`src/hw/rtl/tbdr_pkg.sv`:
```
// Shared types and constants for the trackball drag rotation block.
// Used by the controller, the datapath and the iterative arithmetic units.
`timescale 1ns / 1ps

package tbdr_pkg;

  // Quaternion one in Q1.14
  localparam int unsigned OneQ14 = 16384;

  // Widths of the shared square root and divider units
  localparam int unsigned RootW = 32;
  localparam int unsigned SqOpW = 2 * RootW;
  localparam int unsigned DvdW  = 48;
  localparam int unsigned DvsW  = 33;

  // Datapath steps issued by the controller
  typedef enum logic [5:0] {
    CMD_NONE,
    CMD_LOAD,
    CMD_SQ_X,
    CMD_SQ_Y,
    CMD_SQRT_IN,
    CMD_SQRT_D2,
    CMD_DIV_Z,
    CMD_Z_SQRT,
    CMD_Z_DIV,
    CMD_A0A,
    CMD_A0B,
    CMD_A1A,
    CMD_A1B,
    CMD_A2A,
    CMD_A2B,
    CMD_ABS,
    CMD_NORM,
    CMD_MM0,
    CMD_MM1,
    CMD_MM2,
    CMD_SQRT_N,
    CMD_N_WR,
    CMD_DD0,
    CMD_DD1,
    CMD_DD2,
    CMD_TBIG,
    CMD_SQRT_T,
    CMD_T_WR,
    CMD_SQRT_W,
    CMD_W_WR,
    CMD_QM,
    CMD_DIV_Q,
    CMD_Q_WR,
    CMD_PRD,
    CMD_SHF,
    CMD_OUT
  } cmd_e;

  typedef struct packed {
    cmd_e op;
  } tbdr_cmd_t;

  // Datapath status seen by the controller
  typedef struct packed {
    logic zero_off;
    logic pt_second;
    logic in_sphere;
    logic zero_axis;
    logic norm_ok;
    logic big;
    logic sqrt_busy;
    logic div_busy;
    logic q_last;
    logic p_last;
    logic s_last;
  } tbdr_status_t;

endpackage

```
`src/hw/rtl/tbdr_ctrl.sv`:
```
// Controller: sequences the datapath steps and runs both stream handshakes.
// Depends on tbdr_pkg for the command and status types.
`timescale 1ns / 1ps

module tbdr_ctrl (
  input  logic                    clk_i,
  input  logic                    rst_ni,
  input  logic                    s_tvalid_i,
  output logic                    s_tready_o,
  output logic                    m_tvalid_o,
  input  logic                    m_tready_i,
  input  tbdr_pkg::tbdr_status_t  status_i,
  output tbdr_pkg::tbdr_cmd_t     cmd_o
);
  import tbdr_pkg::*;

  typedef enum logic [4:0] {
    ST_IDLE, ST_SQX, ST_SQY, ST_LIFT, ST_LSQW, ST_LDIVW,
    ST_A0A, ST_A0B, ST_A1A, ST_A1B, ST_A2A, ST_A2B, ST_AXCHK,
    ST_NORM, ST_MM1, ST_MM2, ST_SQN, ST_NW,
    ST_DD0, ST_DD1, ST_DD2, ST_TCHK, ST_TW, ST_WSQ, ST_WW,
    ST_QM, ST_QDIV, ST_QW, ST_PROD, ST_SHF, ST_OUT
  } state_e;

  state_e state_q, state_d;
  logic   out_valid_q, out_valid_d;
  cmd_e   op;

  // Next state and step to issue
  always_comb begin
    state_d     = state_q;
    op          = CMD_NONE;
    out_valid_d = out_valid_q && !m_tready_i;
    unique case (state_q)
      ST_IDLE: begin
        if (s_tvalid_i) begin
          op      = CMD_LOAD;
          state_d = ST_SQX;
        end
      end
      ST_SQX: begin
        if (status_i.zero_off) begin
          state_d = ST_PROD;
        end else begin
          op      = CMD_SQ_X;
          state_d = ST_SQY;
        end
      end
      ST_SQY: begin op = CMD_SQ_Y; state_d = ST_LIFT; end
      ST_LIFT: begin
        op      = status_i.in_sphere ? CMD_SQRT_IN : CMD_SQRT_D2;
        state_d = ST_LSQW;
      end
      ST_LSQW: begin
        if (!status_i.sqrt_busy) begin
          if (status_i.in_sphere) begin
            op      = CMD_Z_SQRT;
            state_d = status_i.pt_second ? ST_A0A : ST_SQX;
          end else begin
            op      = CMD_DIV_Z;
            state_d = ST_LDIVW;
          end
        end
      end
      ST_LDIVW: begin
        if (!status_i.div_busy) begin
          op      = CMD_Z_DIV;
          state_d = status_i.pt_second ? ST_A0A : ST_SQX;
        end
      end
      ST_A0A: begin op = CMD_A0A; state_d = ST_A0B; end
      ST_A0B: begin op = CMD_A0B; state_d = ST_A1A; end
      ST_A1A: begin op = CMD_A1A; state_d = ST_A1B; end
      ST_A1B: begin op = CMD_A1B; state_d = ST_A2A; end
      ST_A2A: begin op = CMD_A2A; state_d = ST_A2B; end
      ST_A2B: begin op = CMD_A2B; state_d = ST_AXCHK; end
      ST_AXCHK: begin
        if (status_i.zero_axis) begin
          state_d = ST_PROD;
        end else begin
          op      = CMD_ABS;
          state_d = ST_NORM;
        end
      end
      ST_NORM: begin
        if (status_i.norm_ok) begin
          op      = CMD_MM0;
          state_d = ST_MM1;
        end else begin
          op = CMD_NORM;
        end
      end
      ST_MM1: begin op = CMD_MM1; state_d = ST_MM2; end
      ST_MM2: begin op = CMD_MM2; state_d = ST_SQN; end
      ST_SQN: begin op = CMD_SQRT_N; state_d = ST_NW; end
      ST_NW: begin
        if (!status_i.sqrt_busy) begin
          op      = CMD_N_WR;
          state_d = ST_DD0;
        end
      end
      ST_DD0: begin op = CMD_DD0; state_d = ST_DD1; end
      ST_DD1: begin op = CMD_DD1; state_d = ST_DD2; end
      ST_DD2: begin op = CMD_DD2; state_d = ST_TCHK; end
      ST_TCHK: begin
        if (status_i.big) begin
          op      = CMD_TBIG;
          state_d = ST_QM;
        end else begin
          op      = CMD_SQRT_T;
          state_d = ST_TW;
        end
      end
      ST_TW: begin
        if (!status_i.sqrt_busy) begin
          op      = CMD_T_WR;
          state_d = ST_WSQ;
        end
      end
      ST_WSQ: begin op = CMD_SQRT_W; state_d = ST_WW; end
      ST_WW: begin
        if (!status_i.sqrt_busy) begin
          op      = CMD_W_WR;
          state_d = ST_QM;
        end
      end
      ST_QM: begin op = CMD_QM; state_d = ST_QDIV; end
      ST_QDIV: begin op = CMD_DIV_Q; state_d = ST_QW; end
      ST_QW: begin
        if (!status_i.div_busy) begin
          op      = CMD_Q_WR;
          state_d = status_i.q_last ? ST_PROD : ST_QM;
        end
      end
      ST_PROD: begin
        op = CMD_PRD;
        if (status_i.p_last) state_d = ST_SHF;
      end
      ST_SHF: begin
        op = CMD_SHF;
        if (status_i.s_last) state_d = ST_OUT;
      end
      ST_OUT: begin
        // Move the result into the output register once it is free
        if (!out_valid_q || m_tready_i) begin
          op          = CMD_OUT;
          out_valid_d = 1'b1;
          state_d     = ST_IDLE;
        end
      end
      default: state_d = ST_IDLE;
    endcase
  end

  always_ff @(posedge clk_i or negedge rst_ni) begin
    if (!rst_ni) begin
      state_q     <= ST_IDLE;
      out_valid_q <= 1'b0;
    end else begin
      state_q     <= state_d;
      out_valid_q <= out_valid_d;
    end
  end

  assign s_tready_o = state_q == ST_IDLE;
  assign m_tvalid_o = out_valid_q;
  assign cmd_o.op   = op;

endmodule

```
`config.mk`:
```
export PLATFORM = sky130hd
export DESIGN_NAME = tbdr_ctrl
export DESIGN_NICKNAME = d
export VERILOG_FILES = /design/src/hw/rtl/tbdr_pkg.sv /design/src/hw/rtl/tbdr_ctrl.sv
export SDC_FILE = /design/constraint.sdc
export NUM_CORES = 1
export LEC_CHECK = 0
export BUFFER_PORTS_ARGS = -buffer_cell sky130_fd_sc_hd__buf_2
export CELL_PAD_IN_SITES_DETAIL_PLACEMENT = 1
export CELL_PAD_IN_SITES_GLOBAL_PLACEMENT = 1
export CORE_ASPECT_RATIO = 1.25
export CORE_MARGIN = 2
export CORE_UTILIZATION = 35
export DETAILED_ROUTE_END_ITERATION = 8
export GPL_ROUTABILITY_DRIVEN = 0
export GPL_TIMING_DRIVEN = 0
export PLACE_DENSITY = 0.66
export SLEW_MARGIN = 0
export SYNTH_ARGS = -nofsm -noshare
export SYNTH_HDL_FRONTEND = slang
export SYNTH_SLANG_ARGS = --single-unit
export TNS_END_PERCENT = 10
```
`constraint.sdc`:
```
create_clock -name clk_i -period 2.4 [get_ports clk_i]
set_input_delay 0.6 -clock clk_i [delete_from_list [all_inputs] [get_ports clk_i]]
set_output_delay 0.6 -clock clk_i [all_outputs]
set_load 0.02 [all_outputs]
```
### Word-level counts from Yosys, hierarchy flattened

Cells that the tools add are included.

* word-level logic and storage cells: 84
* flip-flop bits (word level): 6
* bits of input ports: 15
* output and inout port bits: 8

* mux-type cells: 35
* equality and inequality tests: 41
* reductions and logical operators: 6

Operator list (number)
* $pmux 6 s31: 1
* $pmux 5 s31: 1
* $mux 5: 16
* $eq 5x5->1 const B: 15
* $eq 5x4->1 const B: 8
* $ne 2x2->1 const B: 11
* $eq 5x3->1 const B: 4
* $mux 3: 4
* $mux 4: 3
* $mux 6: 2
* $reduce_and 11->1: 1
* $eq 5x2->1 const B: 2
* $mux 1: 6
* $eq 5x1->1 const B: 1
* $logic_not 5->1: 1
* $mux 2: 2
* $logic_not 1->1: 2
* $logic_and 1x1->1: 1
* $logic_or 1x1->1: 1

### Depth between registers and ports, before layout

Gate-level depths: netlist (run 1).

* depth after elaboration: 4
* mapped depth: 8
* mapped depth without buffers: 5

### Worst setup path after synthesis (run 1)

Ideal clock, no wire load.

* kind: in2out
* from: input port status_i[4] (netlist bit)
* to: output port cmd_o[0] (netlist bit)
* data required time: 1.800 ns
* stages: 6
* setup slack: 0.024 ns
* arrival: 1.776 ns
* buffers on the path: 1
* path through: buf_2 -> and3b_1 -> a31oi_1 -> o32a_2 -> o31ai_1 -> or4_1

RTL lines
* start, declared: line tbdr_ctrl.sv:12 `input tbdr_pkg::tbdr_status_t status_i,`
* end, declared: line tbdr_ctrl.sv:13 `output tbdr_pkg::tbdr_cmd_t cmd_o`

==> metrics.cfg, run 1 <==
[status]
status = finished with violations
violations = setup timing

[worst_setup_path]
arrival_ns = 2.07
crit_fanout = 8
reg2regPathDepth = 10
cp.required_ns = 1.80
start_kind = flop
critical_path_class = reg -> out
end_kind = output pin

[yosys]
synth-seq-area-share = 0.1056
yosysTopAreaCell = dfrtp_1
async_flop_share = 1.000
synth_cells = 193
synth_fp_nets = 208
yosysWarnings = 0
yosys-top-cells-area = dfrtp_1 (11%), buf_6 (4.8%), a21oi_1 (4.2%), nor2b_1 (4.0%), o21ai_0 (3.9%)
yosysTopAreaCellShare = 0.1056
synth-seq-cells = 6
synthesis.area_um2 = 1421
synth_area_per_cell_um2 = 7.365
yosys.cell_count.top_type = a21oi_1
synth_ff_type = dfrtp_1
yosys-top-cells-count = a21oi_1 (12), nand2_1 (11), o21ai_0 (11)
synth-edff-count = 0
ys_types = 60

[sta]
rsz0062_at_grt = yes
relSlewSlack = 0.6779
period_needed_ns = 2.665
setup_viol = 4
max_freq_ghz = 0.3752
fin_crit_sh = 1.111
fin_worst_skew_ns = 0.001599
setup_tns_ns = -0.6659
worst_pin_slew_ns = 0.4810
fin_ws_ns = -0.2654
slew_violations = 0
hold_viol_final = 0

[grt]
grtUsageMet2 = 0.5209
grt_pass1_wl_um = 9784
grt_max_degree = 11
grt-busiest-layer = met2
use_met3 = 0.02577
grt_use_total = 0.2946
grt-ovfl-total = 0
antenna_found_initial = 0
grt_pass1_vias = 1863
met1_usage = 0.3477

[layout]
fin_util = 0.5145
drive_gt1_frac = 0.4128
layout.nets = 252
antenna_cells = 0
syn_to_final_growth_pct = 39.26

[cts]
cts_root_buffer = clkbuf_8
clk_latency_ns = 0.22
h-tree-depth = 1
clock-sinks = 6
holdBufCountCts = 0
cts.path.max_buffers = 2
cts_tree = done
cts_made_buffers = 3
clk_pin_slew_ns = 0.04

[detailed_routing]
avgRoutedWirePerCell_um = 23.85
wl_um = 6892
drcViolationCount = 0
drtAntennaViolNets = 0
via_count = 1861
via_per_inst = 6.439
drt_iter0_drc = 102
dr.pass1.iters = 4

[floorplanning]
num_io_pins = 23
die-area_um2 = 4590
dieWidth_um = 61
start_util = 0.3694
dieHeight_um = 75.25
placementRows = 25
core_area_um2 = 3847

[power]
vdd_ir_drop_max_uv = 670.4
power.leakage_uw = 0.0008072
p_per_area_nw_per_um2 = 1684

[run]
cap_violations = 0

[place]
portBuffers = 21
dp_hpwl_um = 4601

[hold_path]
hp-class = in -> async

routing by layer:
layer / part of all wire / wire length, um / vias up
li1: - / - / 816
met1: 0.37 / 2545 / 895
met2: 0.51 / 3495 / 112
met3: 0.067 / 464 / 38
met4: 0.056 / 387 / 0
met5: 0 / 0 / -
worst paths after layout:
path                                        start                      to  slack (ns)
setup / recovery           state_q[4]$_DFFE_PN0P_                cmd_o[0]       -0.27
hold / removal                             rst_ni  state_q[0]$_DFFE_PN0P_        0.19
setup reg to reg           state_q[3]$_DFFE_PN0P_  state_q[2]$_DFFE_PN0P_        0.19
hold reg to reg              m_tvalid_o$_DFF_PN0_    m_tvalid_o$_DFF_PN0_        0.52
max in group asynchronous                  rst_ni  state_q[3]$_DFFE_PN0P_        2.08
min in group clk_i           m_tvalid_o$_DFF_PN0_    m_tvalid_o$_DFF_PN0_        0.52
power by group:
| group | internal [uW] | total, uW | switching (uW) |
|---|---|---|---|
| clock network | 108 | 152 | 44.0 |
| registers | 154 | 185 | 31.6 |
| logic | 1320 | 3000 | 1670 |
worst max-delay path, stage by stage (launching register included):
cell	delay [ns]
dfrtp_1	0.38
buf_6	0.16
buf_12	0.14
and3b_1	0.16
a31oi_1	0.18
o32a_2	0.17
o31ai_1	0.08
or4_4	0.42
buf_6	0.15
state kept, by name (all words and copies together) (netlist names):
name        cells
m_tvalid_o      1
state_q         5
per-stage QoR:
stage	area (um2)	total power (uW)	cells	setup slack, ns	hold WS, ns
3_3_place_gp	1594	2450	268	-0.1416	0.4237
6_report	1979	3334	289	-0.2654	0.1873
3_5_place_dp	1594	2493	268	-0.1616	0.4244
2_1_floorplan	1421	1861	193	0.02434	0.3044
5_1_grt	1979	3500	289	-0.2732	0.1888
4_1_cts	1767	2901	279	-0.2280	0.1861
cells in the final DEF (no fill, tap or decap), types with 7 or more instances in the layout:
master   netlist  final
a31oi_1        7      7
nand3_1       10      8
buf_2         10     20
nand2_1       11     10
buf_4          3     22
nor2_1        10      9
nor2b_1        9      7
buf_6          6     10
a21oi_1       12     11
area by class of cell:
type / instances / area [um2]
fillers: 495 / 1868
well taps: 54 / 67.56
inverters: 6 / 26.28
clock buffers: 3 / 41.29
multi-input cells: 158 / 1181
plain buffers: 23 / 249.0
flip-flops and latches: 6 / 150.1
repair buffers: 39 / 264.0
kinds of logic (layout without fill, tap and decap cells):
| group | after synthesis | in the layout | share of synthesized area |
|---|---|---|---|
| buffers and inverters | 29 | 71 | 0.1408 |
| xor gates and xnor gates | 1 | 1 | 0.01145 |
| muxes | 7 | 7 | 0.05722 |
| DFF | 6 | 6 | 0.1056 |
| AOI/OAI and AO/OA | 67 | 67 | 0.3328 |
| and+or+nand+nor | 83 | 83 | 0.3521 |
repair_timing:
action                                  in CTS  in global routing
endpoints found under the hold margin        0                  0
buffers inserted                             8                  9
gates cloned                                 0                  1
resized for setup                           23                 37
endpoints found under the setup margin       6                  6
pin swaps                                    0                 12
(Power assumes the default switching activity.)
==> run 2: changes to the inputs <==
Settings changed: RECOVER_POWER set to 100.
==> metrics.cfg, run 2 (synthesis results as in run 1) <==
[worst_setup_path]
r2r_end = state_q[2]$_DFFE_PN0P_
start_kind = flop
cpMostUsedCell = buf_6
end_kind = output pin
max_stage_delay_ns = 0.42
cp.required_ns = 1.80
arrival_ns = 2.08
regToRegStartpoint = state_q[3]$_DFFE_PN0P_
rrSetupSlack_ns = -0.01
crit_chain = buf_6, buf_12, and3b_1, a31oi_1, o32a_2, o31ai_1, or4_4, buf_6
critical_path_class = reg -> out
reg2regPathDepth = 10
crit_fanout = 8
crit_slowest_cell = or4_4

[floorplanning]
placementRows = 25
start_util = 0.3694
core_area_um2 = 3847
dieWidth_um = 61
dieHeight_um = 75.25
num_io_pins = 23
die-area_um2 = 4590

[place]
placed_cells = 268
dp_hpwl_um = 4601
portBuffers = 21

[sta]
relSlewSlack = 0.6778
period_needed_ns = 2.678
worst_pin_slew_ns = 0.4812
fin_worst_skew_ns = 0.001251
hold_viol_final = 0
rsz0062_at_grt = yes
setup_viol = 7
slew_violations = 0
fin_crit_sh = 1.116
max_freq_ghz = 0.3735
fin_ws_ns = -0.2777
setup_tns_ns = -0.7423

[layout]
fillers = 497
layout_commonest_cell = buf_4
finalNonFillerCells = 289
largest_register = state_q
drive_gt1_frac = 0.3915
largest_reg_flops = 5
layout_common_cells = buf_4 (22), buf_2 (17), nand2_1 (11), a21oi_1 (11), buf_6 (10)
syn_to_final_growth_pct = 38.03
layout.nets = 252
antenna_cells = 0

[power]
swShare = 0.5245
seq_power_share = 0.056
p_per_area_nw_per_um2 = 1686
power.leakage_uw = 0.0007981
p_sw_uw = 1735
clkPwrFrac = 0.046
power_frac_comb = 0.898
vdd_ir_drop_max_uv = 667.4
p_int_uw = 1572

[detailed_routing]
wl_um = 6920
avgRoutedWirePerCell_um = 23.94
drcViolationCount = 0
drt_iter0_drc = 136
drtAntennaViolNets = 0
via_count = 1872
dr.pass1.iters = 5
via_per_inst = 6.478

[hold_path]
hp-class = in -> async

[grt]
grt_max_degree = 11
grt_use_total = 0.2946
grt_pass1_wl_um = 9784
grt_pass1_vias = 1863
grt-ovfl-total = 0
antenna_found_initial = 0

[cts]
cts_tree = done
cts.path.max_buffers = 2
clk_pin_slew_ns = 0.04
clk_latency_ns = 0.22
cts_made_buffers = 3
clock-sinks = 6
cts_root_buffer = clkbuf_8
h-tree-depth = 1

[status]
violations = setup timing
status = finished with violations

[run]
cap_violations = 0

run 2: area by class of cell:
cell class | instances | area, um2 | share of cell area
plain buffers | 23 | 249.0 | 0.1269
clock buffers | 3 | 41.29 | 0.02105
inverters | 6 | 26.28 | 0.01339
multi-input cells | 158 | 1166 | 0.5944
flip-flops and latches | 6 | 150.1 | 0.07653
well taps | 54 | 67.56 | 0.03444
repair buffers | 39 | 261.5 | 0.1333
run 2: stage by stage:
stage	hold WS [ns]	worst slack [ns]	instance area, um2	utilization	total power (uW)
6_report	0.2321	-0.2777	1962	0.5099	3307
5_1_grt	0.2437	-0.2732	1962	0.5099	3474
4_1_cts	0.1861	-0.2280	1767	0.4592	2901
3_5_place_dp	0.4244	-0.1616	1594	0.4143	2493
3_3_place_gp	0.4237	-0.1416	1594	0.4143	2450
2_1_floorplan	0.3044	0.02434	1421	-	1861
run 2: timing repair:
item / CTS / global route
hold buffers: 0 / 0
endpoints found under the setup margin: 6 / 6
gates cloned: 0 / 1
buffers inserted: 8 / 9
resized for setup: 23 / 37
pin swaps: 0 / 12
run 2: power by group through the flow:
stage	clock network, uW	logic (uW)	registers (uW)
floorplan	0	1680	184
global placement	0	2270	183
detailed placement	0	2310	185
CTS	155	2560	184
global route	160	3130	189
finish	151	2970	186
run 2: critical path: cells and delay by family, from the launching register on:
family	cells	cell delay, ns
buffers and inverters	3	0.45
AND/OR/NAND/NOR	2	0.58
AO/OA/AOI/OAI	3	0.44
flip-flops	1	0.38
run 2: routing by layer:
layer  vias to the layer above  part of all wire  track usage
li1                        816                 -            -
met2                       121              0.51       0.5209
met5                         -                 0            0
met1                       910              0.37       0.3477
met4                         0             0.045       0.1498
met3                        25             0.077      0.02577
run 2: worst max path at each step:
stage / start / endpoint / slack [ns] / depth (start not counted)
floorplan: status_i[4] / cmd_o[0] / 0.02 / 6
global placement: status_i[4] / cmd_o[0] / -0.14 / 7
detailed placement: status_i[4] / cmd_o[0] / -0.16 / 7
CTS: state_q[4]$_DFFE_PN0P_ / cmd_o[0] / -0.23 / 8
global route: state_q[4]$_DFFE_PN0P_ / cmd_o[0] / -0.27 / 8
finish: state_q[4]$_DFFE_PN0P_ / cmd_o[0] / -0.28 / 8
